--- src/hdl/olds_pkg.sv ---
// olds_pkg: shared types, constants and ring arithmetic for the ordered list store
// used by olds_seq and ordered_list_deque_store; depends on nothing else
package olds_pkg;

   // list capacity and derived widths
   localparam int DEPTH   = 16;
   localparam int IDX_W   = (DEPTH > 1) ? $clog2(DEPTH) : 1;
   localparam int CNT_W   = $clog2(DEPTH + 1);
   localparam int SUM_W   = CNT_W + 1;
   localparam int VALUE_W = 32;
   localparam int COUNT_W = 5;

   localparam logic [CNT_W-1:0] DEPTH_CNT = CNT_W'(DEPTH);
   localparam logic [IDX_W-1:0] LAST_IDX  = IDX_W'(DEPTH - 1);

   typedef enum logic [1:0] {
      OP_INS_FRONT = 2'd0,
      OP_INS_BACK  = 2'd1,
      OP_SEARCH    = 2'd2,
      OP_DELETE    = 2'd3
   } op_kind_type;

   typedef enum logic [1:0] {
      ST_OK        = 2'd0,
      ST_NOT_FOUND = 2'd1,
      ST_EMPTY     = 2'd2,
      ST_FULL      = 2'd3
   } status_code_type;

   typedef enum logic [1:0] {
      SEQ_IDLE,
      SEQ_SCAN,
      SEQ_SHIFT,
      SEQ_FINISH
   } seq_state_type;

   typedef struct packed {
      op_kind_type               req_type;
      logic signed [VALUE_W-1:0] item_value;
   } olds_req_type;

   typedef struct packed {
      status_code_type      status;
      logic                 found;
      logic [COUNT_W-1:0]   entry_count;
   } olds_rsp_type;

   // ring slot of list position off, taken modulo DEPTH (off never exceeds DEPTH)
   function automatic logic [IDX_W-1:0] ring_pos(input logic [IDX_W-1:0] head,
                                                 input logic [CNT_W-1:0] off);
      logic [SUM_W-1:0] sum;
      sum = {{(SUM_W - IDX_W){1'b0}}, head} + {1'b0, off};
      if (sum >= SUM_W'(DEPTH)) begin
         sum = sum - SUM_W'(DEPTH);
      end
      return sum[IDX_W-1:0];
   endfunction

endpackage

--- src/hdl/olds_seq.sv ---
// olds_seq: request sequencer with the value memory and the shared compare unit
// depends on olds_pkg
module olds_seq (
   input  logic                  clock,
   input  logic                  reset,
   input  logic                  req_valid,
   output logic                  req_ready,
   input  olds_pkg::olds_req_type req_data,
   output logic                  res_valid,
   input  logic                  res_ready,
   output olds_pkg::olds_rsp_type res_data
);

   localparam int IW = olds_pkg::IDX_W;
   localparam int CW = olds_pkg::CNT_W;
   localparam int VW = olds_pkg::VALUE_W;
   localparam int RW = olds_pkg::COUNT_W;

   olds_pkg::seq_state_type  state_ff, state_in;
   logic [IW-1:0]            head_ff, head_in;
   logic [CW-1:0]            len_ff, len_in;
   olds_pkg::op_kind_type    op_ff, op_in;
   logic [VW-1:0]            val_ff, val_in;
   logic [CW-1:0]            issue_ff, issue_in;
   logic                     cmp_vld_ff, cmp_vld_in;
   logic [CW-1:0]            cmp_pos_ff, cmp_pos_in;
   logic [CW-1:0]            sh_rd_ff, sh_rd_in;
   logic                     wr_vld_ff, wr_vld_in;
   logic [CW-1:0]            wr_pos_ff, wr_pos_in;
   olds_pkg::olds_rsp_type   res_ff, res_in;

   logic [VW-1:0]            mem [olds_pkg::DEPTH];
   logic [VW-1:0]            rdata_ff;
   logic                     we;
   logic [IW-1:0]            waddr;
   logic [IW-1:0]            raddr;
   logic [VW-1:0]            wdata;
   logic                     hit;

   // value memory: one write port, one registered read port
   always_ff @(posedge clock) begin
      if (we) begin
         mem[waddr] <= wdata;
      end
      rdata_ff <= mem[raddr];
   end

   // shared equality compare
   assign hit = (rdata_ff == val_ff);

   // control registers
   always_ff @(posedge clock) begin
      if (reset) begin
         state_ff   <= olds_pkg::SEQ_IDLE;
         head_ff    <= '0;
         len_ff     <= '0;
         cmp_vld_ff <= 1'b0;
         wr_vld_ff  <= 1'b0;
      end else begin
         state_ff   <= state_in;
         head_ff    <= head_in;
         len_ff     <= len_in;
         cmp_vld_ff <= cmp_vld_in;
         wr_vld_ff  <= wr_vld_in;
      end
   end

   // payload and position registers
   always_ff @(posedge clock) begin
      op_ff      <= op_in;
      val_ff     <= val_in;
      issue_ff   <= issue_in;
      cmp_pos_ff <= cmp_pos_in;
      sh_rd_ff   <= sh_rd_in;
      wr_pos_ff  <= wr_pos_in;
      res_ff     <= res_in;
   end

   // next state and datapath control
   always_comb begin
      state_in   = state_ff;
      head_in    = head_ff;
      len_in     = len_ff;
      op_in      = op_ff;
      val_in     = val_ff;
      issue_in   = issue_ff;
      cmp_vld_in = 1'b0;
      cmp_pos_in = cmp_pos_ff;
      sh_rd_in   = sh_rd_ff;
      wr_vld_in  = 1'b0;
      wr_pos_in  = wr_pos_ff;
      res_in     = res_ff;
      we         = 1'b0;
      waddr      = head_ff;
      wdata      = req_data.item_value;
      raddr      = head_ff;
      req_ready  = 1'b0;
      res_valid  = 1'b0;

      case (state_ff)
         olds_pkg::SEQ_IDLE: begin
            req_ready          = 1'b1;
            res_in.found       = 1'b0;
            res_in.status      = olds_pkg::ST_OK;
            res_in.entry_count = RW'(len_ff);
            if (req_valid) begin
               op_in    = req_data.req_type;
               val_in   = req_data.item_value;
               issue_in = '0;
               case (req_data.req_type)
                  olds_pkg::OP_INS_FRONT, olds_pkg::OP_INS_BACK: begin
                     state_in = olds_pkg::SEQ_FINISH;
                     if (len_ff == olds_pkg::DEPTH_CNT) begin
                        res_in.status = olds_pkg::ST_FULL;
                     end else begin
                        we     = 1'b1;
                        len_in = len_ff + 1'b1;
                        res_in.entry_count = RW'(len_ff + 1'b1);
                        if (req_data.req_type == olds_pkg::OP_INS_FRONT) begin
                           head_in = (head_ff == '0) ? olds_pkg::LAST_IDX
                                                     : head_ff - 1'b1;
                           waddr   = head_in;
                        end else begin
                           waddr = olds_pkg::ring_pos(head_ff, len_ff);
                        end
                     end
                  end
                  default: begin
                     if (len_ff == '0) begin
                        res_in.status = olds_pkg::ST_EMPTY;
                        state_in      = olds_pkg::SEQ_FINISH;
                     end else begin
                        state_in = olds_pkg::SEQ_SCAN;
                     end
                  end
               endcase
            end
         end

         // walk the list from the front, one read issued and one compare a cycle
         olds_pkg::SEQ_SCAN: begin
            raddr = olds_pkg::ring_pos(head_ff, issue_ff);
            if (issue_ff < len_ff) begin
               issue_in   = issue_ff + 1'b1;
               cmp_vld_in = 1'b1;
               cmp_pos_in = issue_ff;
            end
            if (cmp_vld_ff) begin
               if (hit) begin
                  cmp_vld_in = 1'b0;
                  if (op_ff == olds_pkg::OP_SEARCH) begin
                     res_in.found  = 1'b1;
                     res_in.status = olds_pkg::ST_OK;
                     state_in      = olds_pkg::SEQ_FINISH;
                  end else begin
                     sh_rd_in = cmp_pos_ff + 1'b1;
                     state_in = olds_pkg::SEQ_SHIFT;
                  end
               end else if (cmp_pos_ff == len_ff - 1'b1) begin
                  cmp_vld_in    = 1'b0;
                  res_in.status = olds_pkg::ST_NOT_FOUND;
                  state_in      = olds_pkg::SEQ_FINISH;
               end
            end
         end

         // close the gap: read position j, write it to position j-1 next cycle
         olds_pkg::SEQ_SHIFT: begin
            raddr = olds_pkg::ring_pos(head_ff, sh_rd_ff);
            if (sh_rd_ff < len_ff) begin
               sh_rd_in  = sh_rd_ff + 1'b1;
               wr_vld_in = 1'b1;
               wr_pos_in = sh_rd_ff - 1'b1;
            end
            if (wr_vld_ff) begin
               we    = 1'b1;
               waddr = olds_pkg::ring_pos(head_ff, wr_pos_ff);
               wdata = rdata_ff;
            end
            if (sh_rd_ff >= len_ff && !wr_vld_ff) begin
               len_in             = len_ff - 1'b1;
               res_in.found       = 1'b1;
               res_in.status      = olds_pkg::ST_OK;
               res_in.entry_count = RW'(len_ff - 1'b1);
               state_in           = olds_pkg::SEQ_FINISH;
            end
         end

         olds_pkg::SEQ_FINISH: begin
            res_valid = 1'b1;
            if (res_ready) begin
               state_in = olds_pkg::SEQ_IDLE;
            end
         end

         default: begin
            state_in = olds_pkg::SEQ_IDLE;
         end
      endcase
   end

   assign res_data = res_ff;

   // length never passes capacity
   a_len_bound: assert property (@(posedge clock) disable iff (reset)
      len_ff <= olds_pkg::DEPTH_CNT)
      else $error("list length above capacity");

   // the scan never changes the length or writes the memory
   a_scan_quiet: assert property (@(posedge clock) disable iff (reset)
      (state_ff == olds_pkg::SEQ_SCAN) |=> (len_ff == $past(len_ff)) && !$past(we))
      else $error("scan modified list state");

   // compares only look at live positions
   a_cmp_live: assert property (@(posedge clock) disable iff (reset)
      cmp_vld_ff |-> (cmp_pos_ff < len_ff))
      else $error("compare beyond list end");

   // shift writes only land on live positions
   a_shift_live: assert property (@(posedge clock) disable iff (reset)
      wr_vld_ff |-> (state_ff == olds_pkg::SEQ_SHIFT) && (wr_pos_ff < len_ff))
      else $error("shift write out of range");

endmodule

--- src/hdl/ordered_list_deque_store.sv ---
// an insert, or a search or delete on an empty list, needs no walk; a search walks the list
// from the front up to the match or the end; a delete walks to the match, then moves each
// later entry down one place (on a miss it ends after the walk)
// throughput: one request at a time; the walk handles one entry a cycle
// reset: synchronous, empties the list (head 0, length 0); memory is not cleared
// ordered_list_deque_store: top level with the response register; uses olds_seq, olds_pkg
module ordered_list_deque_store (
   input  logic                  clock,
   input  logic                  reset,
   input  logic                  req_valid,
   output logic                  req_ready,
   input  olds_pkg::olds_req_type req_data,
   output logic                  rsp_valid,
   input  logic                  rsp_ready,
   output olds_pkg::olds_rsp_type rsp_data
);

   logic                   res_valid;
   logic                   res_ready;
   olds_pkg::olds_rsp_type res_data;
   logic                   rsp_valid_ff, rsp_valid_in;
   olds_pkg::olds_rsp_type rsp_data_ff, rsp_data_in;

   olds_seq u_seq (
      .clock     (clock),
      .reset     (reset),
      .req_valid (req_valid),
      .req_ready (req_ready),
      .req_data  (req_data),
      .res_valid (res_valid),
      .res_ready (res_ready),
      .res_data  (res_data)
   );

   // response register: takes a new beat when empty or being drained
   assign res_ready = !rsp_valid_ff || rsp_ready;

   always_comb begin
      rsp_valid_in = rsp_valid_ff;
      rsp_data_in  = rsp_data_ff;
      if (res_ready) begin
         rsp_valid_in = res_valid;
         if (res_valid) begin
            rsp_data_in = res_data;
         end
      end
   end

   always_ff @(posedge clock) begin
      if (reset) begin
         rsp_valid_ff <= 1'b0;
      end else begin
         rsp_valid_ff <= rsp_valid_in;
      end
   end

   always_ff @(posedge clock) begin
      rsp_data_ff <= rsp_data_in;
   end

   assign rsp_valid = rsp_valid_ff;
   assign rsp_data  = rsp_data_ff;

endmodule
--- config.mk ---
export PLATFORM = sky130hd
export DESIGN_NAME = ordered_list_deque_store
export DESIGN_NICKNAME = d
export VERILOG_FILES = /design/src/hdl/olds_pkg.sv /design/src/hdl/olds_seq.sv /design/src/hdl/ordered_list_deque_store.sv
export SDC_FILE = /design/constraint.sdc
export NUM_CORES = 1
export LEC_CHECK = 0
export BUFFER_PORTS_ARGS = -buffer_cell sky130_fd_sc_hd__buf_2
export CAP_MARGIN = 20
export CORE_ASPECT_RATIO = 0.9
export CORE_MARGIN = 4
export CORE_UTILIZATION = 40
export CTS_CLUSTER_SIZE = 28
export DETAILED_ROUTE_END_ITERATION = 10
export PLACE_DENSITY = 0.66
export SETUP_SLACK_MARGIN = 0.2
export SYNTH_ARGS = -nofsm -noshare
export SYNTH_HDL_FRONTEND = slang
export SYNTH_HIERARCHICAL = 1
export SYNTH_SLANG_ARGS = --single-unit
--- constraint.sdc ---
create_clock -name clock -period 6 [get_ports clock]
set_clock_uncertainty 0.1 [all_clocks]
set_input_delay 0.6 -clock clock [delete_from_list [all_inputs] [get_ports clock]]
set_output_delay 0.6 -clock clock [all_outputs]
set_load 0.01 [all_outputs]
======== Yosys cells after proc, flatten, opt, wreduce, memory -nomap -nowiden ========
Memory sizes are Yosys's and may differ from the RTL's. A register that Yosys moved wholly into a read port is not among the register bits.
Cells that the tools add are included.
word-level totals
  memory bits (writable) .................. 512
  logic and storage cells ................. 152
  memories kept ........................... 1
  output and inout bits ................... 10
  register bits after elaboration ......... 84
memories
  memory     words  width  read ports  clocked after Yosys merged registers in  wr ports  RTL line        text
  u_seq.mem  16     32     1           1                                        1         olds_seq.sv:32  logic [VW-1:0] mem [olds_pkg::DEPTH];
operators by class
  magnitude comparators ................... 7
  bitwise logic cells ..................... 3
  equal/unequal tests ..................... 19
  mux-type cells .......................... 63
  add/subtract/negate cells ............... 15
  reduce and logical (&&, ||, !) cells .... 26
operators by type and width
  cell                 number
  $mux 32              2
  $mux 5               10
  $mux 4               10
  $pmux 5 s2           4
  $eq 32x32->1         1
  $mux 2               14
  $reduce_and 5->1     5
  $add 4x5->6          4
  $ge 6x5->1 const B   4
  $add 5x1->5 const B  4
  $sub 4x1->4 const B  5
  $pmux 4 s2           2
  $mux 1               15
  $ne 2x1->1 const B   6
  $lt 5x5->1           2
  $reduce_and 2->1     5
  $sub 5x1->5 const B  2
  $pmux 3 s3           1
  $mux 8               1
  $pmux 2 s4           1
  $eq 2x2->1 const B   3
  $mux 3               2
  $ne 2x2->1 const B   3
  $reduce_bool 2->1    3
  other kinds (17)     24

======== Logic depth before layout (Yosys ltp) ========
Gate-level depths: netlist of the first run.
  depth in word-level cells ............... 8
  mapped depth ............................ 16
  mapped depth without buffers ............ 11

======== By module ========
Netlist of the first run, hierarchy kept.
by module, submodules not included
  module                    cells each  area each (µm²)  times used  seq. area each (µm²)
  olds_seq                  1820        25604.6          1           18107.4
  ordered_list_deque_store  13          295.3            1           260.2

======== Worst setup path before layout of the first run ========
Ideal clock, no wire load.
  path kind ............................... register -> register
  from .................................... register u_seq.len_ff[0]
  to ...................................... memory u_seq/mem[2][0] (netlist name), enable pin
  clock period less this slack ............ 5.981 ns
  data required time ...................... 5.387 ns
  library setup time ...................... 0.513 ns
  setup slack ............................. 0.019 ns
  data arrival time ....................... 5.368 ns
  cell stages (with the launch flop) ...... 10
  cells stage by stage .................... dfxtp_1 -> clkbuf_1 -> inv_1 -> ha_1 -> nor3b_2 -> a21oi_1 -> o21ai_1 -> a221oi_1 -> nand2b_1 -> nor4b_1
between the ends
  word-level cells in the longest chain between the ends .. 8
  elaborated cells on any way between the ends .. 16
ends and longest elaborated chain
  item                                              RTL line                        text
  from (decl)                                       olds_seq.sv:21                  logic [CW-1:0] len_ff, len_in;
  from (signal assigned)                            olds_seq.sv:62                  len_ff <= len_in;
  $add 4x5->6                                       olds_pkg.sv:52                  sum = {{(SUM_W - IDX_W){1'b0}}, head} + {1'b0, off};
  $ge 6x5->1 / $sub 4x1->4 (equally long branches)  olds_pkg.sv:53, olds_pkg.sv:54
  $mux 4                                            olds_pkg.sv:53                  if (sum >= SUM_W'(DEPTH)) begin
  $mux 4                                            olds_seq.sv:119                 if (req_data.req_type == olds_pkg::OP_INS_FRONT) begin
  $mux 4                                            olds_seq.sv:113                 if (len_ff == olds_pkg::DEPTH_CNT) begin
  $mux 4                                            olds_seq.sv:110                 case (req_data.req_type)
  $mux 4                                            olds_seq.sv:106                 if (req_valid) begin
  $pmux 4 s2                                        olds_seq.sv:100                 case (state_ff)
  to (decl)                                         olds_seq.sv:32
Several ways; a longest one is shown, not always the timed one.

======== Final worst setup path of the first run ========
  from .................................... register u_seq.state_ff[0]
  to ...................................... register u_seq.rdata_ff[17] (read register of u_seq.mem)
between the ends
  word-level cells in the longest chain between the ends .. 2
  elaborated cells on any way between the ends .. 3
ends and longest elaborated chain
  item                                             RTL line         text
  from (decl)                                      olds_seq.sv:19   olds_pkg::seq_state_type state_ff, state_in;
  from (signal assigned)                           olds_seq.sv:54   state_ff <= olds_pkg::SEQ_IDLE;
  from (signal assigned)                           olds_seq.sv:60   state_ff <= state_in;
  $eq 2x2->1 / $eq 2x1->1 (equally long branches)  olds_seq.sv:100
  $pmux 4 s2 *                                     olds_seq.sv:100
  to (decl)                                        olds_seq.sv:33   logic [VW-1:0] rdata_ff;
Mark *: on every way between the ends. The rest lies on a longest branch, timed or not.
A chain may end at the register's enable or synchronous reset.

==> impl_results.md, run 1 <==
* Area grow syn2layout at 12.6%
* Syn Area/Cell at 14.1 sq um
* Die area at 0.0689 sq mm
* Clk pin slew, worst setup/hold paths at 0.06 ns
* Crit-path max cell delay at 0.56 ns
* Vias at 15100
* Leak at 9.50 nW
* Core footprint at 0.0641 sq mm
* # setup viols final at 0
* Vias in the first global route at roughly 15000
* DP HPWL at 31.5 mm
* Compound-Gate Fraction of Synth Area at 0.0900
* Share of layout cells above drive strength 1 at 0.119
* Worst r2r dst: u_seq/rdata_ff[17]
* Most frequent cells in the layout: edfxtp_1 (581), nand2_1 (369), a211oi_1 (136)
* Post-synth EDFFs at roughly 580
* Hold Crit Class: input port to flop
* Num CTS Buffers at 58
* WL per Instance at 21.3 microns
* Postcts setup bufs at 0
* Xor and xnor area share after synthesis at 0.0219
* CP Capture Point: u_seq/rdata_ff[17]
* DRC viols at 0
* Pwr per Cell Area at between 400 and 500 mW/mm^2
* Outcome: complete, no violations
* Initial Utilization at 0.404
* Synth Flop Type: edfxtp_1
* Met2 Resource Use GR at 0.263
* Top Usage Layer GRT: met2
* CTS tree: yes
* Fmax achieved at 0.249 GHz
* R2R depth at 12
* Synth Area in Simple Gates at 0.106
* CTS Buffer Depth at 3
* First-pass GRT wire length at about 90 mm
* Initial antenna violation count at 2
* Setup crit end kind: flop
* Seq pwr share at 0.398
* Top delay family on crit path: buffers and inverters
* TNS Setup at 0 ns
* Worst r2r src: u_seq/state_ff[0]
* Synth Area in Adders at 0.0158
* Congestion Overflow GR at 0
* Port bufs at 47
* Post-synthesis mux area share at 0.0322
* GR Util met3 at 0.0263
* Main combinational cell family by area after synthesis: simple AND/OR/NAND/NOR gates
* Final period util at 0.668
* R2r setup slk at 1.99 ns
* # nets final at between 1500 and 2000
* RSZ-0062 raised after global routing: false
* Worst-path cell chain: inv_1 > ha_1 > buf_4 > mux2_2 > ha_1 > fa_1 > xnor2_1 > nand2_1 > o21ai_4 > buf_12 > a31oi_1 > mux4_2
* Setup ws final at about 2 ns
* CTS Sinks at 627
* Setup Crit Path Kind: flop to flop
* Combinational fraction of design power at 0.349
* Worst EP arrival at 4.39 ns
* Tightest Pin Transition at 1.13 ns
* # resized after CTS at 0
* Cts-stage hold buffer count at 0
* Fin. Hold Viols at 0
* Die Y at 249 microns
* Switch share at 0.344
* CP Buf/Inv Count at 3
* H-tree depth at 2
* Root Buffer: clkbuf_16
* Share of power burned in the clock network at 0.253
* Drt pass-1 iters at 7
* GRT Total Usage at 0.167
* CP Launch Type: flop
* Initial DRC count at 1409
* Worst vdd ir at 0.000785 V
* Relative slew margins at 0.238
* Commonest non-fill, non-tap cell in the layout: edfxtp_1
* Required time of the critical path at 6.38 ns
* Critical Path Start: u_seq/state_ff[0]
* Synth warn at 6
* #FFs+latches synth at 627
* Most frequent CP cell: ha_1
* Post-Syn Instances at 1833
* Switching pwr at 0.00482 W
* Placed Area at 0.0273 sq mm
* Largest net degree at the start of global routing at 209
* Die X at around 280 microns
* Register area share after synthesis at 0.709
* Pre-CTS setup slack at 1.78 ns
* Asr flop ratio synth at 0
* Post-Route Utilization at 0.455
* Slew Limit Fails at 0
* Crit Path Max Fanout at 165
* Gpl congestion at 0.803
* # rows at 88
* Met1 usage at 0.241
* Netlist cell types at 66
* Antenna-violating nets left at 0
* CP max-delay cell: buf_12
* Total nets after synthesis at ~1900
* Top-level port count at 48
* Skew-Pair Late Insertion Delay at about 0.64 ns
* Final Critical Period at 4.01 ns
* Crit path depth at 12
* P_int at 0.00921 W
* Post-DR vias/cell at 5.46
* Maxcap violations at 0
* Finished Cell Area at a little under 0.03 sq mm
* Total Routed Length at 58.9 mm
* Post-Syn Area at 0.0259 sq mm
-- synth_stat cells (10+ instances only) --
cell type	instances	share of area
edfxtp_1	581	0.67
nand2_1	370	0.054
a211oi_1	144	0.042
a31oi_1	129	0.031
and2_0	95	0.023
clkbuf_1	64	0.0093
xnor2_1	50	0.017
dfxtp_1	46	0.036
and2_1	39	0.0094
mux4_2	32	0.028
ha_1	28	0.014
buf_2	25	0.0048
nor2_1	24	0.0035
inv_1	22	0.0032
a21oi_1	19	0.0037
buf_6	13	0.0057
xor2_1	13	0.0044
nand3_1	11	0.0021
a21o_1	10	0.0029
nor3_1	10	0.0019
-- final cells by class --
| class | count | area [sq um] |
|---|---|---|
| clock inverter | 34 | 318 |
| antenna | 1 | 2.50 |
| fill | 5623 | 34900 |
| timing repair buffer | 77 | 656 |
| clock buffer | 75 | 1520 |
| multi-input combinational | 1072 | 7140 |
| sequential | 627 | 18400 |
| inverter | 24 | 90.1 |
| tap | 855 | 1070 |
-- stage by stage --
stage,hold slack (ns),cells,total power (W)
global route,0.0389,2764,0.0148
CTS,0.0219,2763,0.0141
floorplan,0.300,1833,0.00930
detailed placement,0.309,2654,0.0106
finish,0.0579,2765,0.0140
global placement,0.307,2653,0.0105
-- worst min-delay path by stage --
stage,start,endpoint,slack [ns],depth (start not counted)
floorplan,u_seq/res_data[0],rsp_data[0],0.30,0
global placement,u_seq/res_data[4],rsp_data[4],0.31,0
detailed placement,u_seq/res_data[1],rsp_data[1],0.31,0
CTS,req_data[30],u_seq/val_ff[30],0.02,1
global route,req_data[19],u_seq/val_ff[19],0.04,1
finish,req_data[30],u_seq/val_ff[30],0.06,1
-- per-layer routing --
metal,vias to the layer above,part of all wire
li1,6942,-
met1,7568,0.45
met2,483,0.46
met3,98,0.066
met4,0,0.025
met5,-,0
-- power groups by stage --
| stage | logic [W] | registers [W] | clock network [W] |
|---|---|---|---|
| final | 0.00489 | 0.00559 | 0.00355 |
| after CTS | 0.00493 | 0.00559 | 0.00362 |
| after floorplan | 0.00374 | 0.00556 | 0 |
| after global placement | 0.00480 | 0.00566 | 0 |
| after global routing | 0.00538 | 0.00563 | 0.00380 |
| after detailed placement | 0.00491 | 0.00567 | 0 |
-- cells by family after synthesis --
group	after synthesis
AO/OA/AOI/OAI	340
XOR/XNOR	64
adder cells (fa/ha/maj)	31
buffers and inverters	134
flip-flops	627
multiplexers	43
AND/OR/NAND/NOR	594
-- flip-flops by register name, indices dropped and copies added (netlist names) --
register	cells
u_seq/val_ff	32
u_seq/head_ff	4
u_seq/cmp_pos_ff	5
u_seq/op_ff	2
u_seq/rdata_ff	32
u_seq/len_ff	5
u_seq/cmp_vld_ff	1
u_seq/sh_rd_ff	5
rsp_data	8
u_seq/wr_pos_ff	4
u_seq/issue_ff	5
u_seq/wr_vld_ff	1
u_seq/mem	512
u_seq/state_ff	2
u_seq/res_data	8
rsp_valid	1
-- worst register-to-register path, cell delays in order (launching register included) --
cell	delay (ns)
dfxtp_1	0.34
inv_1	0.11
ha_1	0.16
buf_4	0.28
mux2_2	0.39
ha_1	0.22
fa_1	0.41
xnor2_1	0.17
nand2_1	0.11
o21ai_4	0.14
buf_12	0.56
a31oi_1	0.38
mux4_2	0.52
Note: power is estimated with default switching activity, not from simulation.
==> run 2: changes to the inputs <==
--- a/config.mk
+++ b/config.mk
@@ -5,6 +5,7 @@
 export SDC_FILE = /design/constraint.sdc
 export NUM_CORES = 1
 export LEC_CHECK = 0
+export ABC_AREA = 1
 export BUFFER_PORTS_ARGS = -buffer_cell sky130_fd_sc_hd__buf_2
 export CAP_MARGIN = 20
 export CORE_ASPECT_RATIO = 0.9
@@ -12,7 +13,7 @@
 export CORE_UTILIZATION = 40
 export CTS_CLUSTER_SIZE = 28
 export DETAILED_ROUTE_END_ITERATION = 10
-export PLACE_DENSITY = 0.66
+export PLACE_DENSITY = 0.64
 export SETUP_SLACK_MARGIN = 0.2
 export SYNTH_ARGS = -nofsm -noshare
 export SYNTH_HDL_FRONTEND = slang
==> constraint.sdc (replaced) <==
create_clock -name clock -period 3.8 [get_ports clock]
set_clock_uncertainty 0.1 [all_clocks]
set_input_delay 0.38 -clock clock [delete_from_list [all_inputs] [get_ports clock]]
set_output_delay 0.38 -clock clock [all_outputs]
set_load 0.01 [all_outputs]
==> impl_results.md, run 2 <==
* Outcome: complete, no violations
* Required time of the critical path at 4.24 ns
* Register area share after synthesis at 0.695
* RSZ-0062 raised after global routing: false
* Hold Startpoint: req_valid
* Final period util at 0.873
* Largest register FFs at 512
* Hold Crit Class: input port to flop
* Placed Cells at 3146
* Pwr per Cell Area at roughly 770 mW/mm^2
* Most frequent cells in the layout: edfxtp_1 (581), nand2_1 (335), inv_1 (322)
* # nets final at approximately 2500
* First-pass GRT wire length at roughly 95 mm
* Largest net degree at the start of global routing at 96
* DP HPWL at roughly 36 mm
* Port bufs at 47
* Final Critical Period at 3.32 ns
* Root Buffer: clkbuf_16
* Netlist cell types at 40
* Clk pin slew, worst setup/hold paths at roughly 0.060 ns
* CTS tree: yes
* GRT Total Usage at 0.172
* Leak at approximately 11 nW
* Die X at 279 microns
* Commonest non-fill, non-tap cell in the layout: edfxtp_1
* Drt pass-1 iters at 7
* Top post-synthesis cells by area: edfxtp_1 (66%), nand2_1 (4.8%), o21ai_0 (4.7%)
* Vias at 17000
* Vias in the first global route at 16600
* Top cells by count, synth: edfxtp_1 (581), nand2_1 (335), inv_1 (323), o21ai_0 (247), a21oi_1 (185)
* WHS at roughly 0.086 ns
* R2r setup slk at 0.48 ns
* Worst vdd ir at ~0.00066 V
* Skew-Pair Late Insertion Delay at 0.64 ns
* DRC viols at 0
* Reg with most FFs: u_seq/mem
* # rows at 89
* Total nets after synthesis at approximately 2300
* Worst EP arrival at between 3 and 4 ns
* Congestion Overflow GR at 0
* Placed Area at 0.0282 sq mm
* Worst Hold Path EP: u_seq/res_data[7]
* Share of layout cells above drive strength 1 at 0.107
* Initial antenna violation count at 0
* Syn Area/Cell at 11.6 sq um
* Gpl congestion at ~0.86
* Die area at 0.0702 sq mm
* Top-area cell type share of the netlist area at 0.661
* Setup Crit Path Kind: flop to flop
* R2R depth at 14
* CTS Sinks at 627
* Finished Layout Cells at 3300
* Crit Path Max Fanout at 32
* Finished Cell Area at 0.0307 sq mm
* TNS Setup at 0 ns
* Fmax achieved at 0.302 GHz
* H-tree depth at 2
* Fin. Hold Viols at 0
* CP Launch Type: flop
* Tightest Pin Transition at 0.708 ns
* Die Y at 252 microns
* # diodes at 0
* Cell with the most instances after synthesis: edfxtp_1
* Top Registers: u_seq/mem: 512 flops, u_seq/rdata_ff: 32 flops, u_seq/val_ff: 32 flops
* Post-DR vias/cell at 5.16
* Relative slew margins at 0.528
* CTS Buffer Depth at 3
* Setup crit end kind: flop
* WL per Instance at 18.8 microns
* Core footprint at 0.0655 sq mm
* Num CTS Buffers at 61
* Antenna-violating nets left at 0
* Post-Syn Instances at about 2300
* Cells on Worst Hold Path at 3
* Post-synth EDFFs at 581
* Initial DRC count at 1662
* # setup viols final at 0
* Slew Limit Fails at 0
* Area grow syn2layout at 16.2%
* #FFs+latches synth at 627
* Total Routed Length at 62.0 mm
* Initial Utilization at 0.403
* Synth warn at 6
* Worst r2r src: u_seq/state_ff[0]
* Synth Flop Type: edfxtp_1
* Worst r2r dst: u_seq/rdata_ff[1]
* Cell taking the most area after synthesis: edfxtp_1
* Maxcap violations at 0
* Top-level port count at 48
* Asr flop ratio synth at 0
* Post-Syn Area at 0.0264 sq mm
run 2: logic make-up (layout without fill, tap and decap cells):
logic type / count (synthesis) / in the layout / synth area share
adder cells (fa/ha/maj): 31 / 31 / 0.0155
buffers and inverters: 446 / 609 / 0.0673
XOR/XNOR: 41 / 41 / 0.0139
flip-flops: 627 / 627 / 0.695
AND/OR/NAND/NOR: 566 / 566 / 0.0898
AO/OA/AOI/OAI: 562 / 562 / 0.118
run 2: final cells by class:
class / count / area, sq um
fillers: 5881 / 34800
flip-flops and latches: 627 / 18400
multi-input cells: 1200 / 6420
clock buffers: 81 / 1680
repair buffers: 164 / 1530
inverters: 329 / 1230
well taps: 864 / 1080
clock inverters: 35 / 392
run 2: repair_timing:
item / CTS / global route
hold buffers: 36 / 0
endpoints found under the hold margin: 36 / 0
setup buffers: 0 / 0
setup endpoints to repair: 0 / 1
resized for setup: 0 / 1
run 2: worst max-delay path: stages, from the launching register on:
cell	delay [ns]
dfxtp_1	0.38
inv_1	0.11
ha_1	0.23
buf_4	0.20
nor2_1	0.11
nor2_1	0.06
ha_1	0.22
fa_1	0.50
nand2_1	0.09
o21ai_4	0.21
buf_4	0.40
o21ai_0	0.16
a21oi_1	0.14
o21ai_0	0.09
o21ai_0	0.20
run 2: how the worst max path moves through the flow:
stage / start / to / slack [ns]
global route: u_seq/state_ff[0] / u_seq/rdata_ff[10] / 0.20
finish: u_seq/state_ff[0] / u_seq/rdata_ff[1] / 0.48
floorplan: u_seq/len_ff[0] / u_seq/mem[0][0] / 0.26
CTS: u_seq/state_ff[0] / u_seq/rdata_ff[10] / 0.44
detailed placement: u_seq/state_ff[0] / u_seq/rdata_ff[10] / 0.49
global placement: u_seq/state_ff[0] / u_seq/rdata_ff[10] / 0.50
run 2: per-stage QoR:
step | util | setup WS (ns) | total power, W
2_1_floorplan | - | 0.263 | 0.0149
3_3_place_gp | 0.431 | 0.503 | 0.0173
3_5_place_dp | 0.431 | 0.486 | 0.0175
4_1_cts | 0.468 | 0.441 | 0.0237
5_1_grt | 0.469 | 0.204 | 0.0253
6_report | 0.469 | 0.484 | 0.0237
run 2: power breakdown:
part,internal (W),switching (W),total [W]
Sequential,0.00835,0.000352,0.00870
Combinational,0.00304,0.00580,0.00884
Clock,0.00354,0.00264,0.00618
Total,0.0149,0.00879,0.0237
run 2: per-layer routing:
layer  vias up  share of wire  global-route usage  wire, microns
met5         -              0                   0              0
met4         0          0.021              0.0498           1320
met3        97          0.057              0.0239           3510
met2       448           0.47               0.284          29400
met1      8329           0.45               0.241          27800
li1       8150              -                   -              -
